<file path="src/rtl/assert_macros.svh">
// -----------------------------------------------------------------------------
// assert_macros.svh
// Concurrent assertion macros used by the priority queue RTL.
// -----------------------------------------------------------------------------
`ifndef ASSERT_MACROS_SVH
`define ASSERT_MACROS_SVH

`ifndef ASSERT_OFF

// Antecedent implies consequent in the same cycle
`define SPQ_ASSERT_IMPLIES(label, clk, rst_n, ante, cons) \
    label: assert property (@(posedge clk) disable iff (!rst_n) (ante) |-> (cons)) \
        else $error("spq assertion failed");

// Antecedent implies consequent in the next cycle
`define SPQ_ASSERT_NEXT(label, clk, rst_n, ante, cons) \
    label: assert property (@(posedge clk) disable iff (!rst_n) (ante) |=> (cons)) \
        else $error("spq assertion failed");

// Condition holds on every cycle out of reset
`define SPQ_ASSERT_ALWAYS(label, clk, rst_n, cond) \
    label: assert property (@(posedge clk) disable iff (!rst_n) (cond)) \
        else $error("spq assertion failed");

`else

`define SPQ_ASSERT_IMPLIES(label, clk, rst_n, ante, cons)
`define SPQ_ASSERT_NEXT(label, clk, rst_n, ante, cons)
`define SPQ_ASSERT_ALWAYS(label, clk, rst_n, cond)

`endif

`endif

</file>
<file path="src/rtl/spq_pkg.sv">
// -----------------------------------------------------------------------------
// spq_pkg
// Types and constants for the stable minimum priority queue.
// -----------------------------------------------------------------------------
package spq_pkg;

    // Beat field widths
    localparam int CMD_W     = 1;
    localparam int PAYLOAD_W = 32;
    localparam int PRIO_W    = 32;
    localparam int OCC_W     = 5;

    // Command codes
    localparam logic [CMD_W-1:0] CMD_ENQ = 1'b0;
    localparam logic [CMD_W-1:0] CMD_DEQ = 1'b1;

    // Result status
    typedef enum logic [1:0] {
        ST_OK    = 2'd0,
        ST_FULL  = 2'd1,
        ST_EMPTY = 2'd2
    } t_status;

    // Per-cycle operation broadcast to every cell
    typedef struct packed {
        logic enq;
        logic deq;
    } t_spq_ctl;

endpackage

</file>
<file path="src/rtl/spq_if.sv">
// -----------------------------------------------------------------------------
// spq_if
// Command and response channel interfaces with valid/ready handshake.
// -----------------------------------------------------------------------------
interface spq_cmd_if;
    logic                            valid;
    logic                            ready;
    logic [spq_pkg::CMD_W-1:0]       command;
    logic [spq_pkg::PAYLOAD_W-1:0]   payload;
    logic [spq_pkg::PRIO_W-1:0]      priority_req;

    modport source (output valid, output command, output payload, output priority_req,
                    input ready);
    modport sink   (input valid, input command, input payload, input priority_req,
                    output ready);
endinterface

interface spq_rsp_if;
    logic                            valid;
    logic                            ready;
    spq_pkg::t_status                status;
    logic [spq_pkg::PAYLOAD_W-1:0]   out_payload;
    logic [spq_pkg::OCC_W-1:0]       occupancy;
    logic                            is_empty;

    modport source (output valid, output status, output out_payload, output occupancy,
                    output is_empty, input ready);
    modport sink   (input valid, input status, input out_payload, input occupancy,
                     input is_empty, output ready);
endinterface

</file>
<file path="src/rtl/spq_cell.sv">
// -----------------------------------------------------------------------------
// spq_cell
// One slot of the sorted shift-register queue: holds an entry, decides
// locally whether to keep it, take the new entry or take a neighbor's.
// -----------------------------------------------------------------------------
module spq_cell #(
    parameter int PRIORITY_WIDTH = 32,
    parameter int PAYLOAD_WIDTH  = 32
) (
    input  logic                      i_clk,
    input  logic                      i_rst_n,
    input  spq_pkg::t_spq_ctl         i_ctl,
    input  logic [PRIORITY_WIDTH-1:0] i_new_prio,
    input  logic [PAYLOAD_WIDTH-1:0]  i_new_payload,
    // left neighbor (closer to head)
    input  logic                      i_left_ins,
    input  logic                      i_left_valid,
    input  logic [PRIORITY_WIDTH-1:0] i_left_prio,
    input  logic [PAYLOAD_WIDTH-1:0]  i_left_payload,
    // right neighbor (closer to tail)
    input  logic                      i_right_valid,
    input  logic [PRIORITY_WIDTH-1:0] i_right_prio,
    input  logic [PAYLOAD_WIDTH-1:0]  i_right_payload,
    // own state
    output logic                      o_ins,
    output logic                      o_valid,
    output logic [PRIORITY_WIDTH-1:0] o_prio,
    output logic [PAYLOAD_WIDTH-1:0]  o_payload
);
    import spq_pkg::*;

    logic                      r_valid;
    logic [PRIORITY_WIDTH-1:0] r_prio;
    logic [PAYLOAD_WIDTH-1:0]  r_payload;
    logic                      n_valid;
    logic [PRIORITY_WIDTH-1:0] n_prio;
    logic [PAYLOAD_WIDTH-1:0]  n_payload;

    // New entry lands here or further toward the head; ties stay behind
    assign o_ins = !r_valid || (i_new_prio < r_prio);

    // Select next contents: hold, insert, shift toward tail, or advance toward head
    always_comb begin
        n_valid   = r_valid;
        n_prio    = r_prio;
        n_payload = r_payload;
        if (i_ctl.enq && o_ins) begin
            if (i_left_ins) begin
                n_valid   = i_left_valid;
                n_prio    = i_left_prio;
                n_payload = i_left_payload;
            end else begin
                n_valid   = 1'b1;
                n_prio    = i_new_prio;
                n_payload = i_new_payload;
            end
        end else if (i_ctl.deq) begin
            n_valid   = i_right_valid;
            n_prio    = i_right_prio;
            n_payload = i_right_payload;
        end
    end

    // Valid bit is control state
    always_ff @(posedge i_clk) begin
        if (!i_rst_n) begin
            r_valid <= 1'b0;
        end else begin
            r_valid <= n_valid;
        end
    end

    // Entry data needs no reset
    always_ff @(posedge i_clk) begin
        r_prio    <= n_prio;
        r_payload <= n_payload;
    end

    assign o_valid   = r_valid;
    assign o_prio    = r_prio;
    assign o_payload = r_payload;

endmodule

</file>
<file path="src/rtl/stable_min_priority_queue.sv">
// Latency: a result beat is presented the cycle after its command beat is accepted.
// Throughput: one command per cycle while results are taken; every cell compares against the
// new priority and shifts in the same cycle, and one output register decouples the response side.
// Reset clears all cell valid bits and the occupancy count; no clearing pass is run.
// -----------------------------------------------------------------------------
// stable_min_priority_queue
// Bounded min-priority queue, FIFO among equal priorities, built as a sorted
// row of cells with the smallest priority at cell zero.
// -----------------------------------------------------------------------------
`include "assert_macros.svh"

module stable_min_priority_queue #(
    parameter int CAPACITY       = 16,
    parameter int PAYLOAD_WIDTH  = 32,
    parameter int PRIORITY_WIDTH = 32
) (
    input  logic       i_clk,
    input  logic       i_rst_n,
    spq_cmd_if.sink    i_cmd,
    spq_rsp_if.source  o_rsp
);
    import spq_pkg::*;

    localparam int CNT_W = $clog2(CAPACITY + 1);

    // Cell row
    logic [CAPACITY-1:0]       w_valid;
    logic [CAPACITY-1:0]       w_ins;
    logic [PRIORITY_WIDTH-1:0] w_prio    [CAPACITY];
    logic [PAYLOAD_WIDTH-1:0]  w_payload [CAPACITY];

    logic [CNT_W-1:0]          r_count;
    logic [CNT_W-1:0]          n_count;

    logic                      r_out_valid;
    t_status                   r_status;
    logic [PAYLOAD_W-1:0]      r_out_payload;
    logic [OCC_W-1:0]          r_occ;
    logic                      r_empty;

    logic                      w_accept;
    logic                      w_full;
    logic                      w_none;
    t_spq_ctl                  w_ctl;
    t_status                   w_status;
    logic [63:0]               w_pay_in_ext;
    logic [63:0]               w_prio_in_ext;
    logic [63:0]               w_pay_out_ext;
    logic [63:0]               w_occ_ext;
    logic [PAYLOAD_WIDTH-1:0]  w_new_payload;
    logic [PRIORITY_WIDTH-1:0] w_new_prio;
    logic                      w_reject;

    // Take a command beat whenever the output register is free or draining
    assign i_cmd.ready = !r_out_valid || o_rsp.ready;
    assign w_accept    = i_cmd.valid && i_cmd.ready;

    assign w_full = (r_count == CNT_W'(CAPACITY));
    assign w_none = (r_count == '0);

    // Fit the input fields to the stored widths
    assign w_pay_in_ext  = 64'(i_cmd.payload);
    assign w_prio_in_ext = 64'(i_cmd.priority_req);
    assign w_new_payload = w_pay_in_ext[PAYLOAD_WIDTH-1:0];
    assign w_new_prio    = w_prio_in_ext[PRIORITY_WIDTH-1:0];

    // Decode command into the cell operation, status and next count
    always_comb begin
        w_ctl    = '0;
        w_status = ST_OK;
        n_count  = r_count;
        unique case (i_cmd.command)
            CMD_ENQ: begin
                if (w_full) begin
                    w_status = ST_FULL;
                end else begin
                    w_ctl.enq = w_accept;
                    n_count   = r_count + CNT_W'(1);
                end
            end
            CMD_DEQ: begin
                if (w_none) begin
                    w_status = ST_EMPTY;
                end else begin
                    w_ctl.deq = w_accept;
                    n_count   = r_count - CNT_W'(1);
                end
            end
            default: begin
                w_status = ST_OK;
            end
        endcase
    end

    // Build the row of cells
    genvar gi;
    generate
        for (gi = 0; gi < CAPACITY; gi++) begin : g_cell
            logic                      w_l_ins;
            logic                      w_l_valid;
            logic [PRIORITY_WIDTH-1:0] w_l_prio;
            logic [PAYLOAD_WIDTH-1:0]  w_l_payload;
            logic                      w_r_valid;
            logic [PRIORITY_WIDTH-1:0] w_r_prio;
            logic [PAYLOAD_WIDTH-1:0]  w_r_payload;

            if (gi == 0) begin : g_head
                assign w_l_ins     = 1'b0;
                assign w_l_valid   = 1'b0;
                assign w_l_prio    = '0;
                assign w_l_payload = '0;
            end else begin : g_mid_l
                assign w_l_ins     = w_ins[gi-1];
                assign w_l_valid   = w_valid[gi-1];
                assign w_l_prio    = w_prio[gi-1];
                assign w_l_payload = w_payload[gi-1];
            end

            if (gi == CAPACITY - 1) begin : g_tail
                assign w_r_valid   = 1'b0;
                assign w_r_prio    = '0;
                assign w_r_payload = '0;
            end else begin : g_mid_r
                assign w_r_valid   = w_valid[gi+1];
                assign w_r_prio    = w_prio[gi+1];
                assign w_r_payload = w_payload[gi+1];
            end

            spq_cell #(
                .PRIORITY_WIDTH (PRIORITY_WIDTH),
                .PAYLOAD_WIDTH  (PAYLOAD_WIDTH)
            ) u_cell (
                .i_clk           (i_clk),
                .i_rst_n         (i_rst_n),
                .i_ctl           (w_ctl),
                .i_new_prio      (w_new_prio),
                .i_new_payload   (w_new_payload),
                .i_left_ins      (w_l_ins),
                .i_left_valid    (w_l_valid),
                .i_left_prio     (w_l_prio),
                .i_left_payload  (w_l_payload),
                .i_right_valid   (w_r_valid),
                .i_right_prio    (w_r_prio),
                .i_right_payload (w_r_payload),
                .o_ins           (w_ins[gi]),
                .o_valid         (w_valid[gi]),
                .o_prio          (w_prio[gi]),
                .o_payload       (w_payload[gi])
            );
        end
    endgenerate

    // Fit head payload and count to the result fields
    assign w_pay_out_ext = 64'(w_payload[0]);
    assign w_occ_ext     = 64'(n_count);

    // Occupancy counter and output valid
    always_ff @(posedge i_clk) begin
        if (!i_rst_n) begin
            r_count     <= '0;
            r_out_valid <= 1'b0;
        end else begin
            if (w_accept) begin
                r_count <= n_count;
            end
            if (w_accept) begin
                r_out_valid <= 1'b1;
            end else if (o_rsp.ready) begin
                r_out_valid <= 1'b0;
            end
        end
    end

    // Capture the result beat
    always_ff @(posedge i_clk) begin
        if (w_accept) begin
            r_status      <= w_status;
            r_out_payload <= w_ctl.deq ? w_pay_out_ext[PAYLOAD_W-1:0] : '0;
            r_occ         <= w_occ_ext[OCC_W-1:0];
            r_empty       <= (n_count == '0);
        end
    end

    assign o_rsp.valid       = r_out_valid;
    assign o_rsp.status      = r_status;
    assign o_rsp.out_payload = r_out_payload;
    assign o_rsp.occupancy   = r_occ;
    assign o_rsp.is_empty    = r_empty;

    // Valid cells must match the count
    `SPQ_ASSERT_ALWAYS(a_count_matches, i_clk, i_rst_n, $countones(w_valid) == int'(r_count))

    // A valid cell has a valid, no larger priority ahead of it
    generate
        for (gi = 1; gi < CAPACITY; gi++) begin : g_chk
            logic w_ordered;
            assign w_ordered = w_valid[gi-1] && (w_prio[gi-1] <= w_prio[gi]);
            `SPQ_ASSERT_IMPLIES(a_sorted, i_clk, i_rst_n, w_valid[gi], w_ordered)
        end
    endgenerate

    // A rejected command leaves the store untouched
    assign w_reject = w_accept && (w_status != ST_OK);
    `SPQ_ASSERT_NEXT(a_reject_hold, i_clk, i_rst_n, w_reject, r_count == $past(r_count))

    // Every accepted command produces a result beat
    `SPQ_ASSERT_NEXT(a_result_out, i_clk, i_rst_n, w_accept, r_out_valid)

endmodule

</file>
<file path="src/flat_wrapper.sv">
// flat-port wrapper written by rule: the top's interface ports become plain ports
module stable_min_priority_queue_flat import spq_pkg::*;
#(
    parameter int CAPACITY       = 16,
    parameter int PAYLOAD_WIDTH  = 32,
    parameter int PRIORITY_WIDTH = 32
)
  (i_clk, i_rst_n, i_cmd_valid, i_cmd_command, i_cmd_payload, i_cmd_priority_req, i_cmd_ready, o_rsp_valid, o_rsp_status, o_rsp_out_payload, o_rsp_occupancy, o_rsp_is_empty, o_rsp_ready);
  spq_cmd_if i_cmd_i ();
  spq_rsp_if o_rsp_i ();
  input  logic i_clk;
  input  logic i_rst_n;
  input wire logic [$bits(i_cmd_i.valid)-1:0] i_cmd_valid;
  input wire logic [$bits(i_cmd_i.command)-1:0] i_cmd_command;
  input wire logic [$bits(i_cmd_i.payload)-1:0] i_cmd_payload;
  input wire logic [$bits(i_cmd_i.priority_req)-1:0] i_cmd_priority_req;
  output wire logic [$bits(i_cmd_i.ready)-1:0] i_cmd_ready;
  output wire logic [$bits(o_rsp_i.valid)-1:0] o_rsp_valid;
  output wire logic [$bits(o_rsp_i.status)-1:0] o_rsp_status;
  output wire logic [$bits(o_rsp_i.out_payload)-1:0] o_rsp_out_payload;
  output wire logic [$bits(o_rsp_i.occupancy)-1:0] o_rsp_occupancy;
  output wire logic [$bits(o_rsp_i.is_empty)-1:0] o_rsp_is_empty;
  input wire logic [$bits(o_rsp_i.ready)-1:0] o_rsp_ready;
  assign i_cmd_i.valid = i_cmd_valid;
  assign i_cmd_i.command = i_cmd_command;
  assign i_cmd_i.payload = i_cmd_payload;
  assign i_cmd_i.priority_req = i_cmd_priority_req;
  assign i_cmd_ready = i_cmd_i.ready;
  assign o_rsp_valid = o_rsp_i.valid;
  assign o_rsp_status = o_rsp_i.status;
  assign o_rsp_out_payload = o_rsp_i.out_payload;
  assign o_rsp_occupancy = o_rsp_i.occupancy;
  assign o_rsp_is_empty = o_rsp_i.is_empty;
  assign o_rsp_i.ready = o_rsp_ready;
  stable_min_priority_queue #(.CAPACITY(CAPACITY), .PAYLOAD_WIDTH(PAYLOAD_WIDTH), .PRIORITY_WIDTH(PRIORITY_WIDTH)) u_core (.i_clk(i_clk), .i_rst_n(i_rst_n), .i_cmd(i_cmd_i), .o_rsp(o_rsp_i));
endmodule
</file>
<file path="config.mk">
export PLATFORM = sky130hd
export DESIGN_NAME = stable_min_priority_queue_flat
export DESIGN_NICKNAME = d
export VERILOG_FILES = /design/src/rtl/spq_pkg.sv /design/src/rtl/spq_if.sv /design/src/rtl/spq_cell.sv /design/src/rtl/stable_min_priority_queue.sv /design/src/flat_wrapper.sv
export VERILOG_INCLUDE_DIRS = /design/src /design/src/rtl
export SDC_FILE = /design/constraint.sdc
export NUM_CORES = 2
export LEC_CHECK = 0
export BUFFER_PORTS_ARGS = -buffer_cell sky130_fd_sc_hd__buf_4
export CAP_MARGIN = 5
export CORE_MARGIN = 10
export CORE_UTILIZATION = 64
export DETAILED_ROUTE_END_ITERATION = 10
export PLACE_DENSITY = 0.79
export SETUP_SLACK_MARGIN = 0.3
export SLEW_MARGIN = 30
export SYNTH_ARGS = -nofsm -noshare
export SYNTH_HDL_FRONTEND = slang
export SYNTH_SLANG_ARGS = --single-unit
export TNS_END_PERCENT = 10
</file>
<file path="constraint.sdc">
create_clock -name i_clk -period 5.65 [get_ports i_clk]
set_input_delay 1.13 -clock i_clk [delete_from_list [all_inputs] [get_ports i_clk]]
set_output_delay 1.13 -clock i_clk [all_outputs]
set_load 0.1 [all_outputs]
</file>
Yosys cells after proc, flatten, opt, wreduce, memory -nomap -nowiden
Cells that the tools add are included.
- add/sub/neg operators: 2
- magnitude comparators: 16
- equality and inequality tests: 1
- mux-type cells: 152
- bitwise logic cells: 1
- reductions and logical operators: 70
- operator list (kind ; count):
    $mux W32 ; 93
    $lt A32 B32 Y1 ; 16
    $mux W1 ; 54
    $reduce_bool A2 Y1 ; 17
    $logic_and A1 B1 Y1 ; 17
    $logic_not A1 Y1 ; 17
    $logic_or A1 B1 Y1 ; 17
    $logic_not A5 Y1 ; 2
    $mux W5 ; 2
    $pmux W5 S2 ; 1
    $add A5 B1 Y5 const B ; 1
    $eq A5 B5 Y1 const B ; 1
    $sub A5 B1 Y5 const B ; 1
    $pmux W2 S2 ; 1
    $mux W2 ; 1
    $not A1 Y1 ; 1
- bits in registers: 1086
- input bits: 69
- logic and storage cells: 296

Logic depth before layout (Yosys ltp)
- word-level depth: 7
- gate-level depth with buffers: 13
- mapped depth without buffers: 9

Hierarchy
From an unflattened synthesis, not the netlist that was laid out.
- cells, all modules: 5383
- area, all modules: 71122.0 um^2
- modules (own cells, without submodules) (module ; instances ; cells an instance ; area an instance (um^2) ; sequential area each (um^2)):
    spq_cell at u_core.g_cell[0].u_cell ... ; 14 ; 327 ; 4314.1 ; 1941.9
    spq_cell at u_core.g_cell[8].u_cell ... ; 2 ; 325 ; 4300.4 ; 1941.9
    stable_min_priority_queue ; 1 ; 155 ; 2123.3 ; 1321.3

Worst setup path after synthesis
No wires, ideal clock.
- kind: input port to flip-flop
- start point: input port o_rsp_ready
- end point: register u_core.g_cell[15].u_cell.r_payload[0], enable pin
- library setup time: 424 ps
- data arrival time: 5307 ps
- slack: -80 ps
- cell stages on the path: 10
- path buffers: 3
- path through: nand2b_1 nand2_1 inv_2 o211ai_1 buf_2 a211oi_1 o21ai_0 buf_2 buf_1 nand2_1
- cells in the longest elaborated chain, start to end: 6
- elaborated cells between the ends (all ways): 8
- classes of those cells: mux (4); reduce/logical (4)
- RTL lines (item ; RTL line ; RTL):
    start: declaration ; flat_wrapper.sv:23 ; input wire logic [$bits(o_rsp_i.ready)-1:0] o_rsp_ready;
    $logic_or A1 B1 Y1 (*) ; stable_min_priority_queue.sv:55 ; assign i_cmd.ready = !r_out_valid || o_rsp.ready;
    $logic_and A1 B1 Y1 (*) ; stable_min_priority_queue.sv:56 ; assign w_accept = i_cmd.valid && i_cmd.ready;
    via u_core.w_accept ; stable_min_priority_queue.sv:41 ; logic w_accept;
    $mux W1 ; stable_min_priority_queue.sv:74 ; if (w_full) begin
    $mux W1 ; stable_min_priority_queue.sv:72 ; unique case (i_cmd.command)
    $logic_and A1 B1 Y1 ; spq_cell.sv:47 ; if (i_ctl.enq && o_ins) begin
    $reduce_bool A2 Y1 (no source line) (*) ; n/a ;
    end signal: assignment ; spq_cell.sv:76 ; r_payload <= n_payload;
    end: declaration ; spq_cell.sv:34 ; logic [PAYLOAD_WIDTH-1:0] r_payload;
The timed path passes the listed nets; every way through them passes the cells marked *.
A chain may end at the register's enable or synchronous reset.

Worst setup path after layout
- start point: input port i_cmd_priority_req[2]
- end point: register u_core.g_cell[9].u_cell.r_prio[3], data pin
- cells in the longest elaborated chain, start to end: 4
- elaborated cells between the ends (all ways): 7
- classes of those cells: order compare (2); mux (2); reduce/logical (3)
- RTL lines (item ; RTL line ; RTL):
    start: declaration ; flat_wrapper.sv:16 ; input wire logic [$bits(i_cmd_i.priority_req)-1:0] i_cmd_priority_req;
    $lt A32 B32 Y1 ; spq_cell.sv:40 ; assign o_ins = !r_valid || (i_new_prio < r_prio);
    $logic_or A1 B1 Y1 ; spq_cell.sv:40 ;
    $mux W32 or $logic_and A1 B1 Y1 (tied branches) ; spq_cell.sv:48, spq_cell.sv:47 ;
    $mux W32 (*) ; spq_cell.sv:47 ;
    via u_core.g_cell[9].u_cell.n_prio[3] ; spq_cell.sv:36 ; logic [PRIORITY_WIDTH-1:0] n_prio;
    end signal: assignment ; spq_cell.sv:75 ; r_prio <= n_prio;
    end: declaration ; spq_cell.sv:33 ; logic [PRIORITY_WIDTH-1:0] r_prio;
Marks and branches as above.

==> run summary <==
MaxCap Viol Count: 0
WP data required: 6.07 ns
CP delay by family, top: compound AO/OA/AOI/OAI gates
LEAKAGE: 34.6 nW
Vias in the first global route: 51400
Input/output buffers: 110
Routed vias/inst: 6.60
Worst-margin pin slew: 1.03 ns
Worst Clk Skew: 0.0420 ns
Startpoint Class: input pin
Die area: 117000 µm²
Unrepaired setup endpoints after global routing: no
Min-Delay Path Depth: 2
Clock Latency Late Sink: 0.75 ns
Ratio of cells with drive above 1 in the final layout: 7.48%
Core area: 103000 µm²
CTS tree: built
Max FO, Critical Path: 62
Clock sinks: 1086
Tcrit/Tclk final: 76.8%
Placed cell count: 7566
Count of pins over their slew limit: 0
Iteration-0 DRC Markers: 5496
Post-CTS Resized: 0
Residual DRC: 0
DR pass1 iterations: 6
Critical Path End Type: flop
Row count: 118
# IOs: 111
Slew HR: 30.7%
Sw frac: 29.9%
Yosys cell types: 69
GPL Wtd Cong: 0.898
WHS Endpoint: u_core.g_cell[6].u_cell.o_valid$_SDFFE_PN0P_
CTS Buf Count: 115
Flops & latches, synth: 1086
H-tree levels: 3
Clock network fraction of total power: 34.4%
Initial antenna violation count: 1
Worst VDD drop: 0.000261 V
Internal: 16.1 mW
Worst path slowest cell: a211oi_1
CP cell instances: buf_4 > buf_4 > ha_1 > a211oi_1 > o21ai_0 > a211oi_1 > o2111ai_1 > nand2_4 > buf_12 > mux2i_1 > a21oi_1
Worst Hold Launch: u_core.g_cell[7].u_cell.o_valid$_SDFFE_PN0P_
Hold-fix buffers at CTS: 0
Yosys top cell area share: 48.0%
Routed Antenna Nets: 0
Root buffer cell: clkbuf_16
Area Overhead vs Synth: 9.41%
Net load switching power: 6.84 mW
Number of fillers in the final layout: 7488
Yosys warning total: 0
Drt wl/cell: 24.4 µm
Mapped Nets: 6969
Run status: finished, final reports clean
Post-Layout Cell Count: 7784
Global route overflow: 0
Mapped Avg Cell Area: 10.4 µm²
Worst-path clk slew: 0.06 ns
Hold crit path type: flop to flop
Post-Syn Instances: 6402
Predominant post-synthesis flop cell: edfxtp_1
Buf/Inv on CP: 3
Cell accounting for the most synthesized area: edfxtp_1
Die Y-Extent: 342 µm
Critical Path AT: 4.76 ns
R2R cell count: 8
Largest net degree at the start of global routing: 162
Final wirelength: 190000 µm
Hpwl dp: 121000 µm
R2R setup slack: 1.61 ns
Total vias in the final route: 51400
Synth area leaders: edfxtp_1 (48%), mux2i_1 (14%), a21oi_1 (9.6%)
Initial Util: 64.4%
Die width: 342 µm
Synth Cell Area: 66600 µm²
Setup_tns: 0 ns
Reg2reg end: u_core.g_cell[2].u_cell.o_payload[5]$_DFFE_PP_
Reg power frac: 46.5%
FMAX: 230 MHz
Minimum clock period: 4.34 ns
Nets: 6871
Most frequent cells in the layout: a21oi_1 (1279), edfxtp_1 (1064), mux2i_1 (929), nor2_1 (661), inv_1 (533)
Commonest non-fill, non-tap cell in the layout: a21oi_1
Setup CP Type: input pin to flop
Clk buf depth: 3
Reg2reg start: u_core.r_count[0]$_SDFFE_PN0P_
Post-synth EDFFs: 1064
Comb power frac: 19.0%
Endpoints failing hold: 0
Sequential fraction of the synthesis area: 48.7%
GRT Util Overall: 31.5%
Fraction of registers with async set/reset: 0%
Endpoints failing setup: 0
PwrDens: 314 nW/µm²
Post-CTS setup buffers: 0
First-pass GRT wire length: 293000 µm
Worst path max stage delay: 0.75 ns
## final cells by class
type / instances / area (µm²) / share of cell area [%]
flip-flops and latches: 1086 / 32400 / 44.5
well taps: 1380 / 1730 / 2.37
repair buffers: 215 / 2200 / 3.02
inverters: 535 / 2010 / 2.76
multi-input cells: 4351 / 30600 / 42.1
clock buffers: 138 / 2980 / 4.10
diodes: 1 / 2.50 / 0.00344
clock inverters: 78 / 882 / 1.21
## state kept, by name, indices dropped and copies added (netlist names)
name,cells
u_core.o_rsp.occupancy,5
u_core.g_cell.u_cell.o_payload,512
u_core.o_rsp.status,2
u_core.g_cell.u_cell.o_valid,16
u_core.o_rsp.is_empty,1
u_core.r_count,5
u_core.g_cell.u_cell.o_prio,512
u_core.o_rsp.out_payload,32
u_core.o_rsp.valid,1
## kinds of logic after synthesis
| logic type | count (synthesis) | synth area share [%] |
|---|---|---|
| fa+ha+maj | 498 | 9.36 |
| mux | 962 | 14.5 |
| buf+inv | 965 | 5.84 |
| compound gates | 1709 | 13.8 |
| simple gates | 1179 | 7.75 |
| xor+xnor | 3 | 0.0395 |
| flops | 1086 | 48.7 |
## per-layer routing
metal	up-vias	global-route usage, %	routed length [µm]
met5	-	0	0
met3	447	5.04	17000
met1	25100	41.0	75200
met2	2733	51.9	89600
li1	23100	-	-
met4	0	13.8	8020
## worst min-delay path, stage by stage, from the launching register on
cell and delay (ns):
dfxtp_1 0.32, nand2_1 0.06, a311oi_1 0.08
## worst max path at each step
stage	end	cells past startpoint	from	slack, ns
after global routing	u_core.g_cell[13].u_cell.o_payload[29]$_DFFE_PP_	11	i_cmd_priority_req[27]	1.31
after global placement	u_core.g_cell[9].u_cell.o_payload[21]$_DFFE_PP_	11	i_cmd_priority_req[2]	0.86
after floorplan	u_core.g_cell[14].u_cell.o_payload[0]$_DFFE_PP_	8	o_rsp_ready	0.12
after CTS	u_core.g_cell[9].u_cell.o_payload[21]$_DFFE_PP_	11	i_cmd_priority_req[2]	1.45
after detailed placement	u_core.g_cell[9].u_cell.o_payload[21]$_DFFE_PP_	11	i_cmd_priority_req[2]	0.66
final	u_core.g_cell[9].u_cell.o_prio[3]$_DFFE_PP_	11	i_cmd_priority_req[2]	1.31
## cells in the mapped netlist, types with 6 or more instances
cell         n
a221oi_1    27
o31ai_1      7
a21boi_0     9
nor3_1      22
or3_1        8
buf_2      128
nand4_1     58
and3_1       8
o21a_1      17
and4_1      38
clkbuf_1   260
or2_2       15
and2_1      40
nor2_1     664
a22oi_1     43
nand2_1    240
inv_1      533
buf_4       18
o21ai_0    202
nor4_1       6
nand3_1     48
mux2i_1    929
dfxtp_1     22
a211oi_1    31
edfxtp_1  1064
a31oi_1     10
buf_1       19
nand2b_1    12
mux2_2      33
a21oi_1   1283
a21o_1      32
o22ai_1     12
ha_1       498
## through the flow
step / util, % / instance area [µm²] / setup WS [ns] / hold WS [ns] / total power [mW]
final: 70.5 / 72800 / 1.31 / 0.520 / 22.9
after global placement: 66.6 / 68900 / 0.862 / 0.500 / 14.8
after detailed placement: 66.7 / 68900 / 0.658 / 0.502 / 15.0
after global routing: 70.5 / 72800 / 1.31 / 0.526 / 23.8
after CTS: 70.4 / 72800 / 1.45 / 0.512 / 22.8
after floorplan: - / 66600 / 0.121 / 0.455 / 13.5
## power groups by stage
stage,Combinational (mW),Sequential [mW],Clock (mW)
3_3_place_gp,4.05,10.8,0
6_report,4.36,10.7,7.88
5_1_grt,4.79,10.7,8.23
3_5_place_dp,4.26,10.8,0
2_1_floorplan,2.75,10.7,0
4_1_cts,4.29,10.6,7.92
Power figures use the tool's default switching activity.
